===== config.mk =====
export PLATFORM = sky130hd
export DESIGN_NAME = matrix_multiply_with_transposes_core_flat
export DESIGN_NICKNAME = d
export VERILOG_FILES = /design/src/sv/mmt_pkg.sv /design/src/sv/mmt_if.sv /design/src/sv/mmt_store.sv /design/src/sv/mmt_cell.sv /design/src/sv/matrix_multiply_with_transposes_core.sv /design/src/flat_wrapper.sv
export SDC_FILE = /design/constraint.sdc
export NUM_CORES = 2
export LEC_CHECK = 0
export ABC_AREA = 1
export BUFFER_PORTS_ARGS = -buffer_cell sky130_fd_sc_hd__buf_2
export CAP_MARGIN = 25
export CORE_ASPECT_RATIO = 1.4
export CORE_UTILIZATION = 35
export CTS_CLUSTER_DIAMETER = 100
export DETAILED_ROUTE_END_ITERATION = 10
export PLACE_DENSITY_LB_ADDON = 0.2
export SYNTH_ARGS = -nofsm -noshare
export SYNTH_HDL_FRONTEND = slang
export SYNTH_SLANG_ARGS = --single-unit

===== constraint.sdc =====
create_clock -name clk -period 13.5 [get_ports clk]
set_input_delay 0 -clock clk [delete_from_list [all_inputs] [get_ports clk]]
set_output_delay 0 -clock clk [all_outputs]
set_load 0.01 [all_outputs]

===== src/sv/mmt_pkg.sv =====
// Shared types and constants for the matrix multiply with transposes block.
package mmt_pkg;

  // Field widths fixed by the block's interface.
  localparam int unsigned INDEX_WIDTH = 6;
  localparam int unsigned VALUE_WIDTH = 16;
  localparam int unsigned SUM_WIDTH   = 35;
  localparam int unsigned POS_WIDTH   = 3;
  localparam int unsigned DIM_WIDTH   = 4;
  localparam int unsigned LAYOUT_WIDTH = 2;
  localparam int unsigned CFG_INDEX_WIDTH = 3;
  localparam int unsigned CFG_DATA_WIDTH  = 4;

  // Load operation codes.
  localparam logic OP_LOAD_X = 1'b0;
  localparam logic OP_LOAD_Y = 1'b1;

  // Configuration register indexes.
  localparam logic [CFG_INDEX_WIDTH-1:0] REG_ROW_COUNT      = 3'd0;
  localparam logic [CFG_INDEX_WIDTH-1:0] REG_INNER_LENGTH   = 3'd1;
  localparam logic [CFG_INDEX_WIDTH-1:0] REG_COL_COUNT      = 3'd2;
  localparam logic [CFG_INDEX_WIDTH-1:0] REG_OPERAND_LAYOUT = 3'd3;

  // Operand layout codes; the unused code behaves as the plain product.
  localparam logic [LAYOUT_WIDTH-1:0] LAYOUT_X_Y  = 2'd0;
  localparam logic [LAYOUT_WIDTH-1:0] LAYOUT_X_YT = 2'd1;
  localparam logic [LAYOUT_WIDTH-1:0] LAYOUT_XT_Y = 2'd2;

  // Register reset values.
  localparam logic [DIM_WIDTH-1:0]    DIM_RESET    = 4'd8;
  localparam logic [LAYOUT_WIDTH-1:0] LAYOUT_RESET = LAYOUT_X_Y;

  // Sequencer states.
  typedef enum logic {
    ST_IDLE,
    ST_RUN
  } state_t;

  // Tag that travels with each multiply-accumulate through the pipeline.
  typedef struct packed {
    logic [POS_WIDTH-1:0] row;
    logic [POS_WIDTH-1:0] col;
    logic                 first_k;
    logic                 final_k;
    logic                 last_result;
  } mac_tag_t;

endpackage


===== src/sv/mmt_if.sv =====
// Load and result channel interfaces with valid/ready handshakes.
interface mmt_load_if;
  logic                                       valid;
  logic                                       ready;
  logic                                       operation;
  logic [mmt_pkg::INDEX_WIDTH-1:0]            element_index;
  logic signed [mmt_pkg::VALUE_WIDTH-1:0]     element_value;
  logic                                       last_element;

  modport source (
    output valid, operation, element_index, element_value, last_element,
    input  ready
  );
  modport sink (
    input  valid, operation, element_index, element_value, last_element,
    output ready
  );
endinterface

interface mmt_result_if;
  logic                                   valid;
  logic                                   ready;
  logic signed [mmt_pkg::SUM_WIDTH-1:0]   product_value;
  logic [mmt_pkg::POS_WIDTH-1:0]          out_row;
  logic [mmt_pkg::POS_WIDTH-1:0]          out_col;
  logic                                   last_result;

  modport source (
    output valid, product_value, out_row, out_col, last_result,
    input  ready
  );
  modport sink (
    input  valid, product_value, out_row, out_col, last_result,
    output ready
  );
endinterface


===== src/sv/mmt_store.sv =====
// Operand store: one write port and one registered read port.
module mmt_store #(
  parameter int unsigned DEPTH = 64,
  parameter int unsigned AW    = 6,
  parameter int unsigned DW    = 16
) (
  input  logic          clk,
  input  logic          we,
  input  logic [AW-1:0] waddr,
  input  logic [DW-1:0] wdata,
  input  logic          re,
  input  logic [AW-1:0] raddr,
  output logic [DW-1:0] rdata
);

  logic [DW-1:0] mem [DEPTH];

  // Write side.
  always_ff @(posedge clk) begin
    if (we) begin
      mem[waddr] <= wdata;
    end
  end

  // Read side, data registered and held while the pipeline is stalled.
  always_ff @(posedge clk) begin
    if (re) begin
      rdata <= mem[raddr];
    end
  end

endmodule


===== src/sv/mmt_cell.sv =====
// One cell of the partial-sum chain: holds a sum and passes it to its neighbor.
module mmt_cell #(
  parameter int unsigned W = 35
) (
  input  logic         clk,
  input  logic         shift,
  input  logic [W-1:0] d,
  output logic [W-1:0] q
);

  // Take the neighbor's sum whenever the chain advances.
  always_ff @(posedge clk) begin
    if (shift) begin
      q <= d;
    end
  end

endmodule


===== src/sv/matrix_multiply_with_transposes_core.sv =====
// Loads are accepted one per cycle while the sequencer is idle; the product issues one
// multiply-accumulate per cycle unless a waiting result stalls the pipeline. A product of
// m rows, n inner terms and p columns runs through the single multiplier and the chain of
// partial-sum cells, p of them in the sum loop; loads wait until issue ends.
// Reset (synchronous, active high) sets dimensions to 8 and layout to plain; stores keep contents.
module matrix_multiply_with_transposes_core #(
  parameter int unsigned MAX_DIM    = 8,
  parameter int unsigned DATA_WIDTH = 16
) (
  input  logic                                   clk,
  input  logic                                   rst,
  mmt_load_if.sink                               load,
  mmt_result_if.source                           result,
  input  logic                                   cfg_we,
  input  logic [mmt_pkg::CFG_INDEX_WIDTH-1:0]    cfg_index,
  input  logic [mmt_pkg::CFG_DATA_WIDTH-1:0]     cfg_data
);

  localparam int unsigned DEPTH = MAX_DIM * MAX_DIM;
  localparam int unsigned AW    = $clog2(DEPTH);
  localparam int unsigned CW    = $clog2(MAX_DIM);
  localparam int unsigned SW    = mmt_pkg::SUM_WIDTH;
  localparam int unsigned PW    = 2 * DATA_WIDTH;

  // Limit a dimension register to the range 1..MAX_DIM.
  function automatic logic [mmt_pkg::DIM_WIDTH-1:0] clamp_dim(
    input logic [mmt_pkg::DIM_WIDTH-1:0] d
  );
    logic [mmt_pkg::DIM_WIDTH-1:0] lim;
    lim = mmt_pkg::DIM_WIDTH'(MAX_DIM);
    if (d == '0) begin
      return mmt_pkg::DIM_WIDTH'(1);
    end else if (d > lim) begin
      return lim;
    end
    return d;
  endfunction

  // Configuration registers.
  logic [mmt_pkg::DIM_WIDTH-1:0]    row_count;
  logic [mmt_pkg::DIM_WIDTH-1:0]    inner_length;
  logic [mmt_pkg::DIM_WIDTH-1:0]    col_count;
  logic [mmt_pkg::LAYOUT_WIDTH-1:0] operand_layout;

  always_ff @(posedge clk) begin
    if (rst) begin
      row_count      <= mmt_pkg::DIM_RESET;
      inner_length   <= mmt_pkg::DIM_RESET;
      col_count      <= mmt_pkg::DIM_RESET;
      operand_layout <= mmt_pkg::LAYOUT_RESET;
    end else if (cfg_we) begin
      case (cfg_index)
        mmt_pkg::REG_ROW_COUNT:      row_count      <= cfg_data;
        mmt_pkg::REG_INNER_LENGTH:   inner_length   <= cfg_data;
        mmt_pkg::REG_COL_COUNT:      col_count      <= cfg_data;
        mmt_pkg::REG_OPERAND_LAYOUT: operand_layout <= mmt_pkg::LAYOUT_WIDTH'(cfg_data);
        default: ;
      endcase
    end
  end

  // Effective dimensions and layout.
  logic [mmt_pkg::DIM_WIDTH-1:0] m_len;
  logic [mmt_pkg::DIM_WIDTH-1:0] n_len;
  logic [mmt_pkg::DIM_WIDTH-1:0] p_len;
  logic [CW-1:0]                 m_last;
  logic [CW-1:0]                 n_last;
  logic [CW-1:0]                 p_last;
  logic                          x_trans;
  logic                          y_trans;

  assign m_len   = clamp_dim(row_count);
  assign n_len   = clamp_dim(inner_length);
  assign p_len   = clamp_dim(col_count);
  assign m_last  = CW'(m_len - mmt_pkg::DIM_WIDTH'(1));
  assign n_last  = CW'(n_len - mmt_pkg::DIM_WIDTH'(1));
  assign p_last  = CW'(p_len - mmt_pkg::DIM_WIDTH'(1));
  assign x_trans = (operand_layout == mmt_pkg::LAYOUT_XT_Y);
  assign y_trans = (operand_layout == mmt_pkg::LAYOUT_X_YT);

  // Sequencer state and loop counters: row i, inner k, column j.
  mmt_pkg::state_t state, state_next;
  logic [CW-1:0]   i_cnt, i_cnt_next;
  logic [CW-1:0]   k_cnt, k_cnt_next;
  logic [CW-1:0]   j_cnt, j_cnt_next;
  logic            adv;
  logic            issue;
  logic            issue_end;
  logic            load_fire;
  logic            start;

  assign load_fire = load.valid && load.ready;
  assign start     = load_fire && (load.operation == mmt_pkg::OP_LOAD_Y) && load.last_element;
  assign issue_end = (i_cnt == m_last) && (k_cnt == n_last) && (j_cnt == p_last);

  always_ff @(posedge clk) begin
    if (rst) begin
      state <= mmt_pkg::ST_IDLE;
      i_cnt <= '0;
      k_cnt <= '0;
      j_cnt <= '0;
    end else begin
      state <= state_next;
      i_cnt <= i_cnt_next;
      k_cnt <= k_cnt_next;
      j_cnt <= j_cnt_next;
    end
  end

  always_comb begin
    state_next = state;
    i_cnt_next = i_cnt;
    k_cnt_next = k_cnt;
    j_cnt_next = j_cnt;
    issue      = 1'b0;
    load.ready = 1'b0;
    case (state)
      mmt_pkg::ST_IDLE: begin
        load.ready = 1'b1;
        if (start) begin
          state_next = mmt_pkg::ST_RUN;
          i_cnt_next = '0;
          k_cnt_next = '0;
          j_cnt_next = '0;
        end
      end
      mmt_pkg::ST_RUN: begin
        issue = 1'b1;
        if (adv) begin
          if (j_cnt == p_last) begin
            j_cnt_next = '0;
            if (k_cnt == n_last) begin
              k_cnt_next = '0;
              if (i_cnt == m_last) begin
                state_next = mmt_pkg::ST_IDLE;
              end else begin
                i_cnt_next = i_cnt + CW'(1);
              end
            end else begin
              k_cnt_next = k_cnt + CW'(1);
            end
          end else begin
            j_cnt_next = j_cnt + CW'(1);
          end
        end
      end
      default: state_next = mmt_pkg::ST_IDLE;
    endcase
  end

  // Operand addresses in each operand's stored layout.
  logic [AW-1:0] x_addr;
  logic [AW-1:0] y_addr;

  always_comb begin
    if (x_trans) begin
      x_addr = AW'(AW'(k_cnt) * AW'(m_len) + AW'(i_cnt));
    end else begin
      x_addr = AW'(AW'(i_cnt) * AW'(n_len) + AW'(k_cnt));
    end
    if (y_trans) begin
      y_addr = AW'(AW'(j_cnt) * AW'(n_len) + AW'(k_cnt));
    end else begin
      y_addr = AW'(AW'(k_cnt) * AW'(p_len) + AW'(j_cnt));
    end
  end

  // Store writes: loads beyond the store are dropped.
  logic                  in_range;
  logic [DATA_WIDTH-1:0] wdata;
  logic [DATA_WIDTH-1:0] x_rd;
  logic [DATA_WIDTH-1:0] y_rd;

  assign in_range = ({1'b0, load.element_index} < (mmt_pkg::INDEX_WIDTH + 1)'(DEPTH));
  assign wdata    = DATA_WIDTH'($unsigned(load.element_value));

  mmt_store #(.DEPTH(DEPTH), .AW(AW), .DW(DATA_WIDTH)) u_x_store (
    .clk   (clk),
    .we    (load_fire && in_range && (load.operation == mmt_pkg::OP_LOAD_X)),
    .waddr (load.element_index[AW-1:0]),
    .wdata (wdata),
    .re    (adv),
    .raddr (x_addr),
    .rdata (x_rd)
  );

  mmt_store #(.DEPTH(DEPTH), .AW(AW), .DW(DATA_WIDTH)) u_y_store (
    .clk   (clk),
    .we    (load_fire && in_range && (load.operation == mmt_pkg::OP_LOAD_Y)),
    .waddr (load.element_index[AW-1:0]),
    .wdata (wdata),
    .re    (adv),
    .raddr (y_addr),
    .rdata (y_rd)
  );

  // Tag for the multiply-accumulate issued this cycle.
  mmt_pkg::mac_tag_t issue_tag;

  always_comb begin
    issue_tag.row         = mmt_pkg::POS_WIDTH'(i_cnt);
    issue_tag.col         = mmt_pkg::POS_WIDTH'(j_cnt);
    issue_tag.first_k     = (k_cnt == '0);
    issue_tag.final_k     = (k_cnt == n_last);
    issue_tag.last_result = issue_end;
  end

  // Pipeline control: the whole pipe halts while a result waits unaccepted.
  logic              a_valid;
  logic              b_valid;
  logic              out_valid;
  mmt_pkg::mac_tag_t a_tag;
  mmt_pkg::mac_tag_t b_tag;

  assign adv = !out_valid || result.ready;

  always_ff @(posedge clk) begin
    if (rst) begin
      a_valid   <= 1'b0;
      b_valid   <= 1'b0;
      out_valid <= 1'b0;
    end else if (adv) begin
      a_valid   <= issue;
      b_valid   <= a_valid;
      out_valid <= b_valid && b_tag.final_k;
    end
  end

  // Multiply stage.
  logic signed [PW-1:0] xy_full;
  logic signed [SW-1:0] b_prod;

  assign xy_full = $signed(x_rd) * $signed(y_rd);

  always_ff @(posedge clk) begin
    if (adv) begin
      a_tag  <= issue_tag;
      b_tag  <= a_tag;
      b_prod <= SW'(xy_full);
    end
  end

  // Chain of partial-sum cells; the sum for column j returns after p shifts.
  logic [SW-1:0] cell_q [MAX_DIM];
  logic [SW-1:0] acc;
  logic          chain_shift;

  assign chain_shift = adv && b_valid;
  assign acc = (b_tag.first_k ? '0 : cell_q[p_last]) + b_prod;

  for (genvar c = 0; c < MAX_DIM; c++) begin : g_chain
    if (c == 0) begin : g_head
      mmt_cell #(.W(SW)) u_cell (
        .clk   (clk),
        .shift (chain_shift),
        .d     (acc),
        .q     (cell_q[c])
      );
    end else begin : g_body
      mmt_cell #(.W(SW)) u_cell (
        .clk   (clk),
        .shift (chain_shift),
        .d     (cell_q[c-1]),
        .q     (cell_q[c])
      );
    end
  end

  // Result register: loaded when the final inner term of an element completes.
  logic signed [SW-1:0]          out_value;
  logic [mmt_pkg::POS_WIDTH-1:0] out_row;
  logic [mmt_pkg::POS_WIDTH-1:0] out_col;
  logic                          out_last;

  always_ff @(posedge clk) begin
    if (adv && b_valid && b_tag.final_k) begin
      out_value <= acc;
      out_row   <= b_tag.row;
      out_col   <= b_tag.col;
      out_last  <= b_tag.last_result;
    end
  end

  assign result.valid         = out_valid;
  assign result.product_value = out_value;
  assign result.out_row       = out_row;
  assign result.out_col       = out_col;
  assign result.last_result   = out_last;

  // Loop counters stay inside the configured dimensions while issuing.
  assert property (@(posedge clk) disable iff (rst)
    (state == mmt_pkg::ST_RUN) |-> (i_cnt <= m_last && k_cnt <= n_last && j_cnt <= p_last))
    else $error("loop counter beyond configured dimension");

  // Issuing the last term of the last element returns the sequencer to idle.
  assert property (@(posedge clk) disable iff (rst)
    (state == mmt_pkg::ST_RUN && adv && issue_end) |=> (state == mmt_pkg::ST_IDLE))
    else $error("sequencer did not finish after last term");

  // A new result only appears after a final inner term left the multiply stage.
  assert property (@(posedge clk) disable iff (rst)
    $rose(out_valid) |-> $past(b_valid && b_tag.final_k))
    else $error("result raised without a completed sum");

endmodule

===== src/flat_wrapper.sv =====
// flat-port wrapper written by rule: the top's interface ports become plain ports
module matrix_multiply_with_transposes_core_flat 
#(
  parameter int unsigned MAX_DIM    = 8,
  parameter int unsigned DATA_WIDTH = 16
)
  (clk, rst, cfg_we, cfg_index, cfg_data, load_valid, load_operation, load_element_index, load_element_value, load_last_element, load_ready, result_valid, result_product_value, result_out_row, result_out_col, result_last_result, result_ready);
  mmt_load_if load_i ();
  mmt_result_if result_i ();
  input  logic clk;
  input  logic rst;
  input  logic cfg_we;
  input  logic [mmt_pkg::CFG_INDEX_WIDTH-1:0] cfg_index;
  input  logic [mmt_pkg::CFG_DATA_WIDTH-1:0] cfg_data;
  input wire logic [$bits(load_i.valid)-1:0] load_valid;
  input wire logic [$bits(load_i.operation)-1:0] load_operation;
  input wire logic [$bits(load_i.element_index)-1:0] load_element_index;
  input wire logic [$bits(load_i.element_value)-1:0] load_element_value;
  input wire logic [$bits(load_i.last_element)-1:0] load_last_element;
  output wire logic [$bits(load_i.ready)-1:0] load_ready;
  output wire logic [$bits(result_i.valid)-1:0] result_valid;
  output wire logic [$bits(result_i.product_value)-1:0] result_product_value;
  output wire logic [$bits(result_i.out_row)-1:0] result_out_row;
  output wire logic [$bits(result_i.out_col)-1:0] result_out_col;
  output wire logic [$bits(result_i.last_result)-1:0] result_last_result;
  input wire logic [$bits(result_i.ready)-1:0] result_ready;
  assign load_i.valid = load_valid;
  assign load_i.operation = load_operation;
  assign load_i.element_index = load_element_index;
  assign load_i.element_value = load_element_value;
  assign load_i.last_element = load_last_element;
  assign load_ready = load_i.ready;
  assign result_valid = result_i.valid;
  assign result_product_value = result_i.product_value;
  assign result_out_row = result_i.out_row;
  assign result_out_col = result_i.out_col;
  assign result_last_result = result_i.last_result;
  assign result_i.ready = result_ready;
  matrix_multiply_with_transposes_core #(.MAX_DIM(MAX_DIM), .DATA_WIDTH(DATA_WIDTH)) u_core (.clk(clk), .rst(rst), .load(load_i), .result(result_i), .cfg_we(cfg_we), .cfg_index(cfg_index), .cfg_data(cfg_data));
endmodule

==> summary.md <==
| Metric | Value |
|---|---|
| Nets | `between 10000 and 15000` |
| CTS tree | `done` |
| Hold Fails Final Rpt | `0` |
| Max FO, Critical Path | `16` |
| Worst path bufs/invs | `3` |
| Post_cts resized | `0` |
| Compound-Gate Fraction of Synth Area | `2.105%` |
| Crit. End Element | `register` |
| Critical path arrival | `7.09 ns` |
| CTS H-tree depth | `4` |
| Port buffer count | `79` |
| Routed length per instance | `22.05 um` |
| Fin Setup TNS | `0 ns` |
| CTS Buffer Depth | `4` |
| Global route total overflow | `0` |
| Fmax | `between 0.15 and 0.2 GHz` |
| Most frequent cells in the layout | `2624 x nand2_1, 2491 x inv_1, 2452 x edfxtp_1` |
| Stages on the worst setup path | `17` |
| Worst reg2reg path depth | `17` |
| Most common cell after layout, fill and taps aside | `nand2_1` |
| DRT Wirelength | `366100 um` |
| Worst-skew pair later-pin latency | `0.95 ns` |
| Final worst setup slack | `7.034 ns` |
| P&R area growth vs syn | `11.54%` |
| YS warnings | `0` |
| Most used cell, CP | `fa_1` |
| Number of max-cap violations | `0` |
| CP Launch Type | `register` |
| Ratio of cells with drive above 1 in the final layout | `~6.5%` |
| Status | `finished clean` |
| Worst Tran Pin Value | `1.235 ns` |
| CP Launch Point | `u_core.u_y_store.rdata[1]$_DFFE_PN_` |
| Core box area | `342300 um^2` |
| Worst setup endpoint | `u_core.b_prod[26]$_DFFE_PN_` |
| Synth top area share | `61.05%` |
| Slew headroom | `17.67%` |
| Gpl congestion | `approximately 0.9` |
| Mean Syn Cell Area | `between 10 and 15 um^2` |
| DP HPWL | `roughly 220000 um` |
| Place WS | `7.045 ns` |
| Met3 wire len | `19700 um` |
| Mux cell area share after synthesis | `0%` |
| Worst r2r dst | `u_core.b_prod[26]$_DFFE_PN_` |
| Clock transition time at the flip-flop clock pins of the worst setup and hold paths | `about 0.070 ns` |
| Worst reg2reg startpoint | `u_core.u_y_store.rdata[1]$_DFFE_PN_` |
| Worst path cell trace | `nand2_1 -> inv_1 -> fa_1 -> fa_1 -> inv_1 -> fa_1 -> fa_1 -> inv_1 -> fa_1 -> fa_1 -> ha_1 -> a21oi_1 -> a21boi_0 -> a21boi_0 -> nand3_1 -> nand2_1 -> nand2_1` |
| Antenna violations before repair | `12` |
| Post-Syn Area | `roughly 120000 um^2` |
| Slew Viols, Final | `0` |
| Largest net degree at the start of global routing | `204` |
| Vias in the first global route | `80350` |
| Vias | `about 82000` |
| DRT Pass-1 Iters | `7` |
| RSZ-0062 raised after global routing | `false` |
| Synth Area in Simple Gates | `19.26%` |
| Crit-path slowest cell | `edfxtp_1` |
| DRC | `0` |
| Layout Skew | `0.09425 ns` |
| Netlist cell types | `41` |
| Post-Layout Cell Count | `~17000` |
| # rows | `~250` |
| Uppermost layer routed | `met5` |
| Final setup viols | `0` |
| Area after DPL | `126200 um^2` |
| Crit Path Class | `register to register` |
| Post-Syn Instances | `around 12000` |
| CTS Sinks | `2479` |
| Design Area, Final | `134500 um^2` |
| Data required time at the worst endpoint | `between 10 and 15 ns` |
| Die Width | `498.1 um` |
| Antenna Violating Nets Remaining | `0` |
| Die area | `347000 um^2` |
| Routed wire length on met2 | `181600 um` |
| Placed Instances | `between 15000 and 20000` |
| Total nets after synthesis | `12370` |
| Largest delay share family, worst path | `adder cells` |
| # IOs | `80` |
| Sequential area share after synthesis | `61.50%` |
| Worst reg-to-reg setup slack | `7.03 ns` |
| CP peak stage delay | `0.81 ns` |
| Post-route minimum period | `6.466 ns` |
| Post-Route M1 WL | `between 100000 and 150000 um` |
| TritonCTS Buffers | `249` |
| GR Util All Layers | `20.80%` |
| Leading post-synthesis cells by cell area | `edfxtp_1 61%, nand3_1 9.1%, nand2_1 8.2%` |
| Vias/cell | `just under 5` |
| FF+latch count, synth | `2479` |
| HP Class | `primary input to register` |
| Starting Density | `about a third` |
| Post-synth top area cell | `edfxtp_1` |
| Synth Area in XOR/XNOR | `0.6245%` |
| Final period util | `a little under half` |
| Post-Synth Adder-Cell Area | `under 10%` |
| First-pass GRT wire length | `about 540000 um` |
| Initial DRC count | `roughly 7000` |
| Largest family of logic cells by synthesized area | `simple AND/OR/NAND/NOR gates` |
| DIE HEIGHT | `696.6 um` |
| CTS root buf | `clkbuf_16` |
## through the flow
| stage | util (%) | hold WS (ns) |
|---|---|---|
| after CTS | 39.26 | 0.004543 |
| final | 39.30 | 0.09619 |
| after floorplan | - | 0.06907 |
| after detailed placement | 36.86 | 0.2897 |
| after global placement | 36.77 | 0.2894 |
| after global routing | 39.30 | 0.1141 |
## per-layer routing
metal | up-vias | global-route usage [%]
li1 | 38530 | -
met1 | 40500 | 25.85
met2 | 2423 | 36.46
met3 | 632 | 2.480
met4 | 8 | 8.694
met5 | - | 0
## flip-flops by register name, summed over array words and instances, names as in the netlist, 4 cells and up
signal,count
u_core.g_chain.g_head.u_cell.q,35
u_core.col_count,4
u_core.g_chain.g_body.u_cell.q,245
u_core.inner_length,4
u_core.b_prod,32
u_core.u_x_store.mem,1024
u_core.u_y_store.rdata,16
u_core.u_x_store.rdata,16
u_core.row_count,4
u_core.u_y_store.mem,1024
u_core.a_tag,9
u_core.result.product_value,35
u_core.b_tag,9
## cell families after synthesis
kind of cell               after synthesis
xor gates and xnor gates                86
and+or+nand+nor                       5371
adders and majority gates              442
DFF                                   2479
AOI/OAI and AO/OA                      418
buffers and inverters                 3093
## final cells by class
type,count,area [um^2]
Clock buffer,303,6455
Clock inverter,142,1187
Timing Repair Buffer,367,3105
Antenna cell,8,20.02
Sequential cell,2479,74170
Inverter,2507,9423
Multi-Input combinational cell,6317,34550
Fill cell,33090,207800
Tap cell,4480,5605
## tightest hold or removal path: cells and delay by family
kind	cells	cell delay [ns]
AO/OA/AOI/OAI	1	0.07
AND/OR/NAND/NOR	1	0.05
buffers and inverters	4	0.84
## synth_stat cells
| master | n |
|---|---|
| nand2_1 | 2631 |
| inv_1 | 2498 |
| edfxtp_1 | 2452 |
| nand3_1 | 2189 |
| nor2_1 | 429 |
| buf_2 | 311 |
| fa_1 | 279 |
| o21ai_0 | 201 |
| clkbuf_1 | 183 |
| ha_1 | 163 |
| a21oi_1 | 104 |
| buf_4 | 62 |
| xor2_1 | 50 |
| nand3b_1 | 37 |
| nor3_1 | 36 |
| o221ai_1 | 36 |
| xnor2_1 | 36 |
| o221a_2 | 33 |
| dfxtp_1 | 27 |
| buf_1 | 23 |
| nand4_1 | 22 |
| a21o_1 | 13 |
| o21bai_1 | 9 |
| or2_2 | 9 |
| a31oi_1 | 7 |
| buf_6 | 7 |
| inv_2 | 6 |
| nand2_2 | 6 |
| o211ai_1 | 6 |
| nand3_2 | 4 |
| clkinv_1 | 3 |
| o21a_1 | 3 |
| a21boi_0 | 2 |
| and2_1 | 2 |
| nand2_4 | 2 |
| nor4_1 | 2 |
| o21ai_2 | 2 |
| a211oi_1 | 1 |
| nand2b_1 | 1 |
| o311ai_0 | 1 |
| or3b_2 | 1 |
## worst min path at each step
stage / slack, ns / end / from / cells after the start
floorplan: 0.07 / u_core.a_valid$_SDFFE_PP0N_ / rst / 1
global placement: 0.29 / u_core.i_cnt[2]$_SDFFE_PP0P_ / rst / 2
detailed placement: 0.29 / u_core.a_valid$_SDFFE_PP0N_ / rst / 2
CTS: 0.005 / u_core.operand_layout[1]$_SDFFE_PP0P_ / cfg_index[0] / 6
global route: 0.11 / u_core.operand_layout[1]$_SDFFE_PP0P_ / cfg_index[1] / 6
finish: 0.1 / u_core.operand_layout[1]$_SDFFE_PP0P_ / cfg_index[0] / 6
## repair_timing
item                                   in CTS  in global routing
setup buffers                               0                  0
endpoints found under the hold margin    1711                  0
hold buffers                               57                  0
Power is not shown: default switching activity piles up to over one toggle a cycle in this logic, so the estimate is an artifact.
